[src/sv/fixed_point_q24_8_alu_macros.svh]
// assertion macros
`ifndef FIXED_POINT_Q24_8_ALU_MACROS_SVH
`define FIXED_POINT_Q24_8_ALU_MACROS_SVH
`ifndef SYNTH
`define FPA_ASSERT_IMP(label, clk, rst, ante, cons) \
   label: assert property (@(posedge clk) disable iff (rst) (ante) |-> (cons)) \
      else $error("assertion failed");
`define FPA_ASSERT_NEXT(label, clk, rst, ante, cons) \
   label: assert property (@(posedge clk) disable iff (rst) (ante) |=> (cons)) \
      else $error("assertion failed");
`else
`define FPA_ASSERT_IMP(label, clk, rst, ante, cons)
`define FPA_ASSERT_NEXT(label, clk, rst, ante, cons)
`endif
`endif

[src/sv/fpa_pkg.sv]
package fpa_pkg;
   localparam int FracBitsDefault = 8;
   localparam int DataWidth = 32;

   typedef enum logic [3:0] {
      OP_ADD = 4'd0, OP_SUB = 4'd1, OP_MUL = 4'd2, OP_DIV = 4'd3,
      OP_EQ = 4'd4, OP_NE = 4'd5, OP_GT = 4'd6, OP_GE = 4'd7,
      OP_LE = 4'd8, OP_LT = 4'd9, OP_MAX = 4'd10, OP_MIN = 4'd11,
      OP_INC = 4'd12, OP_DEC = 4'd13, OP_FROM_INT = 4'd14, OP_TO_INT = 4'd15
   } opcode_type;

   typedef struct packed {
      logic             valid;
      logic             is_div;
      logic             neg;
      logic             derr;
      logic             cmp;
      logic [DataWidth-1:0] res;
   } ctl_type;
endpackage

[src/sv/fpa_div_cell.sv]
module fpa_div_cell #(
   parameter int FRAC_BITS = 8
) (
   input  logic                     clock,
   input  logic                     reset,
   input  logic                     en,
   input  fpa_pkg::ctl_type         ctl_i,
   input  logic [32:0]              rem_i,
   input  logic [31+FRAC_BITS:0]    num_i,
   input  logic [31:0]              den_i,
   output fpa_pkg::ctl_type         ctl_o,
   output logic [32:0]              rem_o,
   output logic [31+FRAC_BITS:0]    num_o,
   output logic [31:0]              den_o
);
   import fpa_pkg::*;

   localparam int DW = 32 + FRAC_BITS;

   ctl_type ctl_ff;
   logic [32:0] rem_ff, rem_in, trial;
   logic [DW-1:0] num_ff, num_in;
   logic [31:0] den_ff;
   logic take;

   always_comb begin
      trial = {rem_i[31:0], num_i[DW-1]};
      take = trial >= {1'b0, den_i};
      rem_in = take ? trial - {1'b0, den_i} : trial;
      num_in = {num_i[DW-2:0], take};
   end

   always_ff @(posedge clock) begin
      if (reset) begin
         ctl_ff.valid <= 1'b0;
      end else if (en) begin
         ctl_ff.valid <= ctl_i.valid;
      end
      if (en) begin
         ctl_ff.is_div <= ctl_i.is_div;
         ctl_ff.neg <= ctl_i.neg;
         ctl_ff.derr <= ctl_i.derr;
         ctl_ff.cmp <= ctl_i.cmp;
         ctl_ff.res <= ctl_i.res;
         rem_ff <= rem_in;
         num_ff <= num_in;
         den_ff <= den_i;
      end
   end

   assign ctl_o = ctl_ff;
   assign rem_o = rem_ff;
   assign num_o = num_ff;
   assign den_o = den_ff;
endmodule

[config.mk]
export PLATFORM = sky130hd
export DESIGN_NAME = fpa_div_cell
export DESIGN_NICKNAME = d
export VERILOG_FILES = /design/src/sv/fixed_point_q24_8_alu_macros.svh /design/src/sv/fpa_pkg.sv /design/src/sv/fpa_div_cell.sv
export SDC_FILE = /design/constraint.sdc
export NUM_CORES = 1
export LEC_CHECK = 0
export ABC_AREA = 1
export BUFFER_PORTS_ARGS = -buffer_cell sky130_fd_sc_hd__buf_4
export CORE_MARGIN = 1
export CORE_UTILIZATION = 46
export DETAILED_ROUTE_END_ITERATION = 6
export GPL_TIMING_DRIVEN = 0
export PLACE_DENSITY = 0.85
export SLEW_MARGIN = 20
export SYNTH_ARGS = -nofsm -noshare
export SYNTH_HDL_FRONTEND = slang
export SYNTH_SLANG_ARGS = --single-unit
[constraint.sdc]
create_clock -name clock -period 5.8 [get_ports clock]
set_input_delay 1.16 -clock clock [delete_from_list [all_inputs] [get_ports clock]]
set_output_delay 1.16 -clock clock [all_outputs]
set_load 0.05 [all_outputs]
[After elaboration in Yosys (flattened, before gate mapping)]
Index checks and enable logic that the tools add are counted.
Word-level totals
  register bits after elaboration: 142
  input port bits: 145
  output and inout port bits: 142
  word-level logic and storage cells: 12
Operators by class
  $add $sub $neg: 1
  order comparisons: 1
  mux-type cells: 1
Operator list (count)
  33-bit by 32-bit >= comparator with 1-bit output: 1
  33-bit two-way mux: 1
  33-bit by 32-bit subtractor with 33-bit output: 1

[Logic depth before layout (Yosys ltp)]
Gate-level depths: netlist of the first run.
  word-level depth: 2
  depth in mapped cells: 16
  mapped depth without buffers: 16

[Worst setup path before layout of the first run]
No wires, ideal clock.
  path kind: input-to-reg
  start point: input port den_i[8]
  end point: register rem_ff[25], in the netlist rem_o[25], data pin
  setup time: 0.253 ns
  data arrival time: 2.513 ns
  required time: 5.547 ns
  setup slack: 3.034 ns
  stages on the path: 15
  path buffers: 1
  path through: inv_1 ha_1 nand2_2 inv_2 nand2_1 nand2_1 inv_2 nand3_2 nand2_2 nand2_2 nand2_2 nand3_4 buf_6 nand2_1 nand2_1
On the way
  cells in the longest elaborated chain, start to end: 2
  elaborated cells on any way between the ends: 3
  classes of those cells: 1 x add/sub; 1 x order compare; 1 x mux
Ends and longest elaborated chain
  start, declared: RTL line fpa_div_cell.sv:10  | input logic [31:0] den_i,
  33-bit by 32-bit subtractor with 33-bit output or 33-bit by 32-bit >= comparator with 1-bit output (tied branches): RTL line fpa_div_cell.sv:29, fpa_div_cell.sv:28
  33-bit two-way mux *: RTL line fpa_div_cell.sv:29  | rem_in = take ? trial - {1'b0, den_i} : trial;
  via rem_in[25]: RTL line fpa_div_cell.sv:21  | logic [32:0] rem_ff, rem_in, trial;
  end signal, assigned: RTL line fpa_div_cell.sv:45  | rem_ff <= rem_in;
  end, declared: RTL line fpa_div_cell.sv:21
Mark *: on every way through the listed nets, which the timed path passes. The rest lies on a longest branch.
A chain may end at the register's enable or synchronous reset.

[Final worst setup path of the first run]
  start point: input port rem_i[7]
  end point: register rem_ff[2], in the netlist rem_o[2], data pin
On the way
  cells in the longest elaborated chain, start to end: 2
Ends and longest elaborated chain
  start, declared: RTL line fpa_div_cell.sv:8  | input logic [32:0] rem_i,
  33-bit by 32-bit >= comparator with 1-bit output: RTL line fpa_div_cell.sv:28  | take = trial >= {1'b0, den_i};
  33-bit two-way mux: RTL line fpa_div_cell.sv:29
  via rem_in[2]: RTL line fpa_div_cell.sv:21
The timed path passes the listed nets, and every way through them passes these cells.

==> out/qor.csv, run 1 <==
metric;value;unit
global route overflow;0;
FF-to-FF Start;ctl_o[36];
Area Growth Syn to Fin;39.5;%
Net Count, Synth;1023;
Worst VDD drop;0.201;mV
unrepaired setup endpoints after global routing;false;
CORE AREA;16000;sq um
Final min period;2890;ps
Total Power;0.00324;W
CP Class;input pin to flip-flop;
Row Count;46;
Ys Warns;0;
CTS tree;done;
Final Hold Fails;0;
routed wire length;21700;um
layout net count;1328;
Final Util;66.1;%
r2r endpoint;ctl_o[36];
Vias per Instance;4.76;
Worst Max-Slew Pin Slew;496;ps
Final Setup Violations;0;
vias;6563;
hold_sp;ctl_o[36];
initial core utilization;47.4;%
fmax;346;MHz
Port Buffer Count;285;
post-synthesis cell count;845;
first-pass GRT wire length;32000;um
syn_area_per_cell;8.98;sq um
fraction of layout cells with a size suffix above 1;30.4;%
synthesis-stage register bit count;142;
Tot GR Track Use;25.3;%
P_leak;5.43;nW
vias in the first global route;6261;
die area;17000;sq um
routed len/inst;15.8;um
remaining antenna violation count;0;
Yosys cell types;31;
clock skew;0;ps
Seq/Total Area, Yosys;56.1;%
Ant. Diodes;0;
Worst Path Max Fanout;10;
hold depth;2;
Worst-path clk slew;60;ps
Longest Clk Path Bufs;2;
largest net degree at the start of global routing;81;
DRC viols;0;
Root Buffer;clkbuf_16;
Die W;130;um
crit-path most repeated cell;nand2_1;
Synth Flop Type;edfxtp_1;
most frequent cells in the layout;nand2_1 (318), buf_4 (284), inv_1 (166);
P per Cell Area;306;nW/um^2
CTS Buf Count;17;
Hold Buf Count CTS;0;
Max-cap violations;0;
Worst path slowest cell;ha_1;
Startpoint Class;input pin;
Synth async-reset ratio;0;%
min-delay worst type;flip-flop to flip-flop;
Worst EP arrival;3060;ps
First-pass DRT Iterations;6;
Hold Path Sink;ctl_o[36];
Worst R2R Path Depth;2;
I/O Pins;287;
final worst-path cycle share;49.8;%
Setup Buffers After CTS;0;
netlist area before placement;7580;sq um
setup total negative slack;0;ps
WHS;527;ps
crit-path cells;buf_4 -> ha_1 -> nand2_1 -> nand2_1 -> inv_1 -> nand2_1 -> inv_2 -> nand3_2 -> nand2_2 -> nand2_2 -> nand2_2 -> nand3_4 -> buf_6 -> nand2_1 -> nand2_1;
DP Wirelength;17300;um
post-CTS sizing;0;
clock sink total;142;
Max H-tree Level;4;
reg-to-reg slack, setup;5190;ps
number of synthesized flops with an enable pin;141;
die height;130;um
Worst Setup End Kind;flip-flop;
worst slew margin relative to its limit;67.0;%
Crit path required time;5970;ps
initial antenna violation count;0;
1st-iter DRT viols;424;
GPL Wtd Cong;0.947;
CP max stage delay;360;ps
clock latency on the worst-skew pair;420;ps
pins over their slew limit;0;
status;finished clean;
commonest non-fill, non-tap cell in the layout;nand2_1;
## synth_stat cells, drive strengths merged (6+ instances only)
library cell / number / share of area, %
edfxtp: 141 / 56
xor2: 14 / 1.6
nor3: 7 / 0.59
nor2: 41 / 2.4
a21oi: 21 / 1.4
nand4: 36 / 3.2
buf: 12 / 1.1
inv: 170 / 8.4
nand2: 324 / 16
nand3: 32 / 2.3
and2: 6 / 0.49
ha: 32 / 5.3
## kinds of logic (layout without fill, tap and decap cells)
logic type / count (synthesis) / in the layout / share of synthesized area (%)
simple gates: 448 / 448 / 25.4
buf+inv: 182 / 500 / 9.50
compound gates: 24 / 24 / 1.62
mux: 1 / 1 / 0.132
xor+xnor: 15 / 15 / 1.73
fa+ha+maj: 33 / 33 / 5.54
flops: 142 / 142 / 56.1
## critical path: cells and delay by family
family	cells	cell delay [ps]
adders and majority gates	1	360
buffers and inverters	4	440
and+or+nand+nor	10	1080
## metrics by stage
| step | instances | area (sq um) | worst slack (ps) |
|---|---|---|---|
| floorplan | 845 | 7580 | 3030 |
| global placement | 1346 | 9990 | 2560 |
| detailed placement | 1347 | 10000 | 2530 |
| CTS | 1379 | 10600 | 2950 |
| global route | 1379 | 10600 | 2820 |
| finish | 1379 | 10600 | 2910 |
## cell type report
type                       count  area [sq um]
buffer                        12          82.6
inverter                     170           638
fill                        1304          5420
clock inverter                14           121
clock buffer                  18           429
timing repair buffer         286          2170
tap                          216           270
sequential                   142          4250
multi-input combinational    521          2610
## flip-flops by register name, summed over array words and instances, names as in the netlist
| register | count |
|---|---|
| ctl_o | 37 |
| den_o | 32 |
| num_o | 40 |
| rem_o | 33 |
## metal layers
| metal | share of wire, % | GRT usage (%) |
|---|---|---|
| met1 | 38 | 28.2 |
| met2 | 52 | 45.8 |
| met3 | 7.5 | 6.88 |
| met5 | 0 | 0 |
| met4 | 2.4 | 9.87 |
## power breakdown
part	switching (W)	leakage (nW)	internal, W
clock network	0.000456	0.255	0.000561
registers	0.0000274	1.39	0.00125
logic	0.000650	3.79	0.000296
total	0.00113	5.43	0.00210
## worst max-delay path by stage
stage | start | endpoint | slack [ps] | cells past startpoint
global placement | rem_i[2] | rem_o[26] | 2560 | 15
global route | den_i[8] | rem_o[28] | 2820 | 16
finish | rem_i[7] | rem_o[2] | 2910 | 15
detailed placement | rem_i[2] | rem_o[1] | 2530 | 15
CTS | rem_i[7] | rem_o[21] | 2950 | 15
floorplan | den_i[8] | rem_o[25] | 3030 | 15
Note: power is estimated with default switching activity, not from simulation.
==> run 2: changes to the inputs <==
--- a/config.mk
+++ b/config.mk
@@ -5,10 +5,10 @@
 export SDC_FILE = /design/constraint.sdc
 export NUM_CORES = 1
 export LEC_CHECK = 0
-export ABC_AREA = 1
+export ABC_AREA = 0
 export BUFFER_PORTS_ARGS = -buffer_cell sky130_fd_sc_hd__buf_4
 export CORE_MARGIN = 1
-export CORE_UTILIZATION = 46
+export CORE_UTILIZATION = 43
 export DETAILED_ROUTE_END_ITERATION = 6
 export GPL_TIMING_DRIVEN = 0
 export PLACE_DENSITY = 0.85
==> constraint.sdc (replaced) <==
create_clock -name clock -period 2.5 [get_ports clock]
set_input_delay 0.5 -clock clock [delete_from_list [all_inputs] [get_ports clock]]
set_output_delay 0.5 -clock clock [all_outputs]
set_load 0.05 [all_outputs]
==> run 2 against run 1 <==
  * Worst hold slack worse by 290 ps
  * Register-to-register slack worse by 3300 ps
  * Sequential share of layout area is 1.7 points higher
  * Clock power is 140% higher
  * Global-route usage is 2.4 points lower
  * Clock skew stayed put
  * First-iteration DRC count is 49% lower
  * Core utilization is 0.61 points higher
  * Combinational power grew to 2.5 times the previous value
  * Synthesized cell count is 38% lower
==> out/qor.csv, run 2 <==
metric;value;unit;change
Post-synth top cells;edfxtp_1 (141), nand2_1 (58), o21ai_0 (44);;
Startpoint Class;input pin;;
layout net count;1019;;-23%
clock power share;31.2;%;-0.2 points
Port Buffer Count;285;;unchanged
clock sink total;142;;unchanged
worst slew margin relative to its limit;65.4;%;-1.5 points
Worst Setup End Kind;flip-flop;;
synthesis-stage register bit count;142;;unchanged
Logic pwr share;30.5;%;+1.3 points
Final Setup Violations;0;;unchanged
Worst Path Max Fanout;6;;-4
Synth Flop Type;edfxtp_1;;
top cell type by total area after synthesis;edfxtp_1;;
syn_area_per_cell;12.9;sq um;+43%
Placement Setup Slack;-674;ps;-3200 ps
die height;127;um;-2.8%
status;finished clean;;
remaining antenna violation count;0;;unchanged
Net Sw Power;0.00265;W;+130%
min-delay worst type;input pin to flip-flop;;
final worst-path cycle share;96.8;%;
netlist area before placement;6690;sq um;-12%
clock skew;0;ps;unchanged
First-pass DRT Iterations;5;;-1
CTS tree;done;;
Max-cap violations;0;;unchanged
die area;16100;sq um;-5.5%
Area Growth Syn to Fin;51.6;%;
vias in the first global route;5073;;-19%
Worst Max-Slew Pin Slew;519;ps;+22.9 ps
Worst EP arrival;2600;ps;-460 ps
global route overflow;0;;unchanged
Ys Warns;0;;unchanged
post-synthesis cell count;520;;-38%
Final min period;2420;ps;
pins over their slew limit;0;;unchanged
1st-iter DRT viols;216;;-49%
Ant. Diodes;0;;unchanged
DRC viols;0;;unchanged
Tot GR Track Use;22.8;%;-2.4 points
Vias per Instance;5.07;;+6.5%
routed wire length;19100;um;-12%
Synth async-reset ratio;0;%;unchanged
Die W;127;um;-2.8%
P per Cell Area;769;nW/um^2;+150%
commonest non-fill, non-tap cell in the layout;buf_4;;
fmax;413;MHz;
cell with the most instances after synthesis;edfxtp_1;;
unrepaired setup endpoints after global routing;true;;
Worst R2R Path Depth;2;;unchanged
DP Wirelength;14100;um;-18%
Seq/Total Area, Yosys;63.6;%;+7.5 points
number of synthesized flops with an enable pin;141;;unchanged
GPL Wtd Cong;0.843;;-11%
Crit path required time;2670;ps;-3300 ps
Worst-path clk slew;60;ps;about the same
hold depth;2;;unchanged
largest net degree at the start of global routing;86;;+6.2%
Yosys cell types;61;;+97%
P_leak;4.45;nW;-18%
I/O Pins;287;;unchanged
CP Class;input pin to flip-flop;;
most frequent cells in the layout;buf_4 (300), edfxtp_1 (141), nand2_1 (55);;
clock latency on the worst-skew pair;420;ps;about the same
switching power share of the total;34.0;%;-1.0 points
top post-synthesis cells by area;edfxtp_1 (63%), ha_1 (6.0%), o21ai_0 (3.3%);;
CORE AREA;15200;sq um;-5.0%
Net Count, Synth;698;;-32%
Longest Clk Path Bufs;2;;unchanged
vias;5279;;-20%
fill count;1120;;-14%
fraction of layout cells with a size suffix above 1;47.2;%;+17 points
reg-to-reg slack, setup;1870;ps;-3320 ps
final worst slack;79.6;ps;-2830 ps
Worst VDD drop;0.460;mV;+130%
Final Util;66.7;%;+0.61 points
Root Buffer;clkbuf_16;;
Largest register FFs;40;;unchanged
first-pass GRT wire length;27200;um;-15%
Max H-tree Level;4;;unchanged
sequential share of power;38.2;%;-1.1 points
initial antenna violation count;1;;+1
routed len/inst;18.3;um;+16%
Row Count;45;;-2.2%
top cell type's share of synthesized area;63.3;%;+7.4 points
Int Power;0.00514;W;+140%
initial core utilization;44.0;%;-3.4 points
CTS Buf Count;17;;unchanged
Final Hold Fails;0;;unchanged
[run 2: cell count changes after synthesis, sizes merged, moves of 5 or more]
cell	previous run	this run
nand3	32	8
a211oi	0	8
nand2	324	58
nand4	36	5
clkbuf	0	5
nor2	41	21
a21oi	21	27
inv	170	39
o21a	0	5
a21o	0	19
o21ai	2	51
xnor2	1	9
nand2b	0	8
[run 2: what timing repair did]
action,in CTS,in global routing
pin swaps,11,20
hold buffers,0,0
resized for setup,22,50
setup buffers,4,12
gates cloned,0,1
setup endpoints to repair,33,33
endpoints found under the hold margin,0,0
[run 2: per-stage QoR]
| step | TNS [ps] | cell area, sq um | power [W] | hold WS [ps] | cells |
|---|---|---|---|---|---|
| floorplan | -163 | 6740 | 0.00446 | 572 | 520 |
| global placement | -18430 | 9120 | 0.00520 | 485 | 993 |
| detailed placement | -19080 | 9150 | 0.00523 | 543 | 994 |
| CTS | 0 | 9850 | 0.00772 | 221 | 1029 |
| global route | -155 | 10100 | 0.00807 | 229 | 1042 |
| finish | 0 | 10100 | 0.00780 | 234 | 1042 |
[run 2: cell families after synthesis]
family / Yosys count / share of synthesized area [%]
xor+xnor: 27 / 3.53
simple gates: 126 / 8.95
flops: 142 / 63.6
compound gates: 136 / 13.9
mux: 2 / 0.318
buf+inv: 54 / 3.46
fa+ha+maj: 33 / 6.28
[run 2: routing by layer]
layer  GRT usage, %  wire length, um  up-vias
li1               -                -     2563
met1           25.2             7260     2498
met2           40.8             9970      194
met3           7.59             1510       24
met4           8.89              304        0
met5              0                0        -
[run 2: final timing paths]
check | to | start
worst max-delay path | rem_o[28] | den_i[13]
worst max register to register | ctl_o[36] | ctl_o[36]
worst min-delay path | ctl_o[36] | reset
worst min register to register | ctl_o[36] | ctl_o[36]
[run 2: worst max-delay path, stage by stage]
cell and delay, ps:
buf_4 120, inv_1 60, ha_2 310, a21oi_2 170
and2_1 190, inv_1 90, a211oi_4 300, a2111oi_4 130
o21ai_2 260, buf_4 200, nor4b_4 200, nor3_2 60
[run 2: layout make-up]
class	count	area [sq um]	share of cell area, %
well taps	188	235	2.32
plain buffers	14	135	1.33
clock buffers	18	429	4.23
multi-input cells	324	2470	24.4
inverters	39	154	1.52
flip-flops and latches	142	4250	41.9
repair buffers	303	2330	23.0
clock inverters	14	134	1.32
[run 2: power by group through the flow]
stage | Clock [W] | Sequential [W] | Combinational [W]
floorplan | 0 | 0.00387 | 0.000583
global placement | 0 | 0.00303 | 0.00217
detailed placement | 0 | 0.00303 | 0.00220
CTS | 0.00247 | 0.00299 | 0.00226
global route | 0.00256 | 0.00300 | 0.00251
finish | 0.00244 | 0.00298 | 0.00238
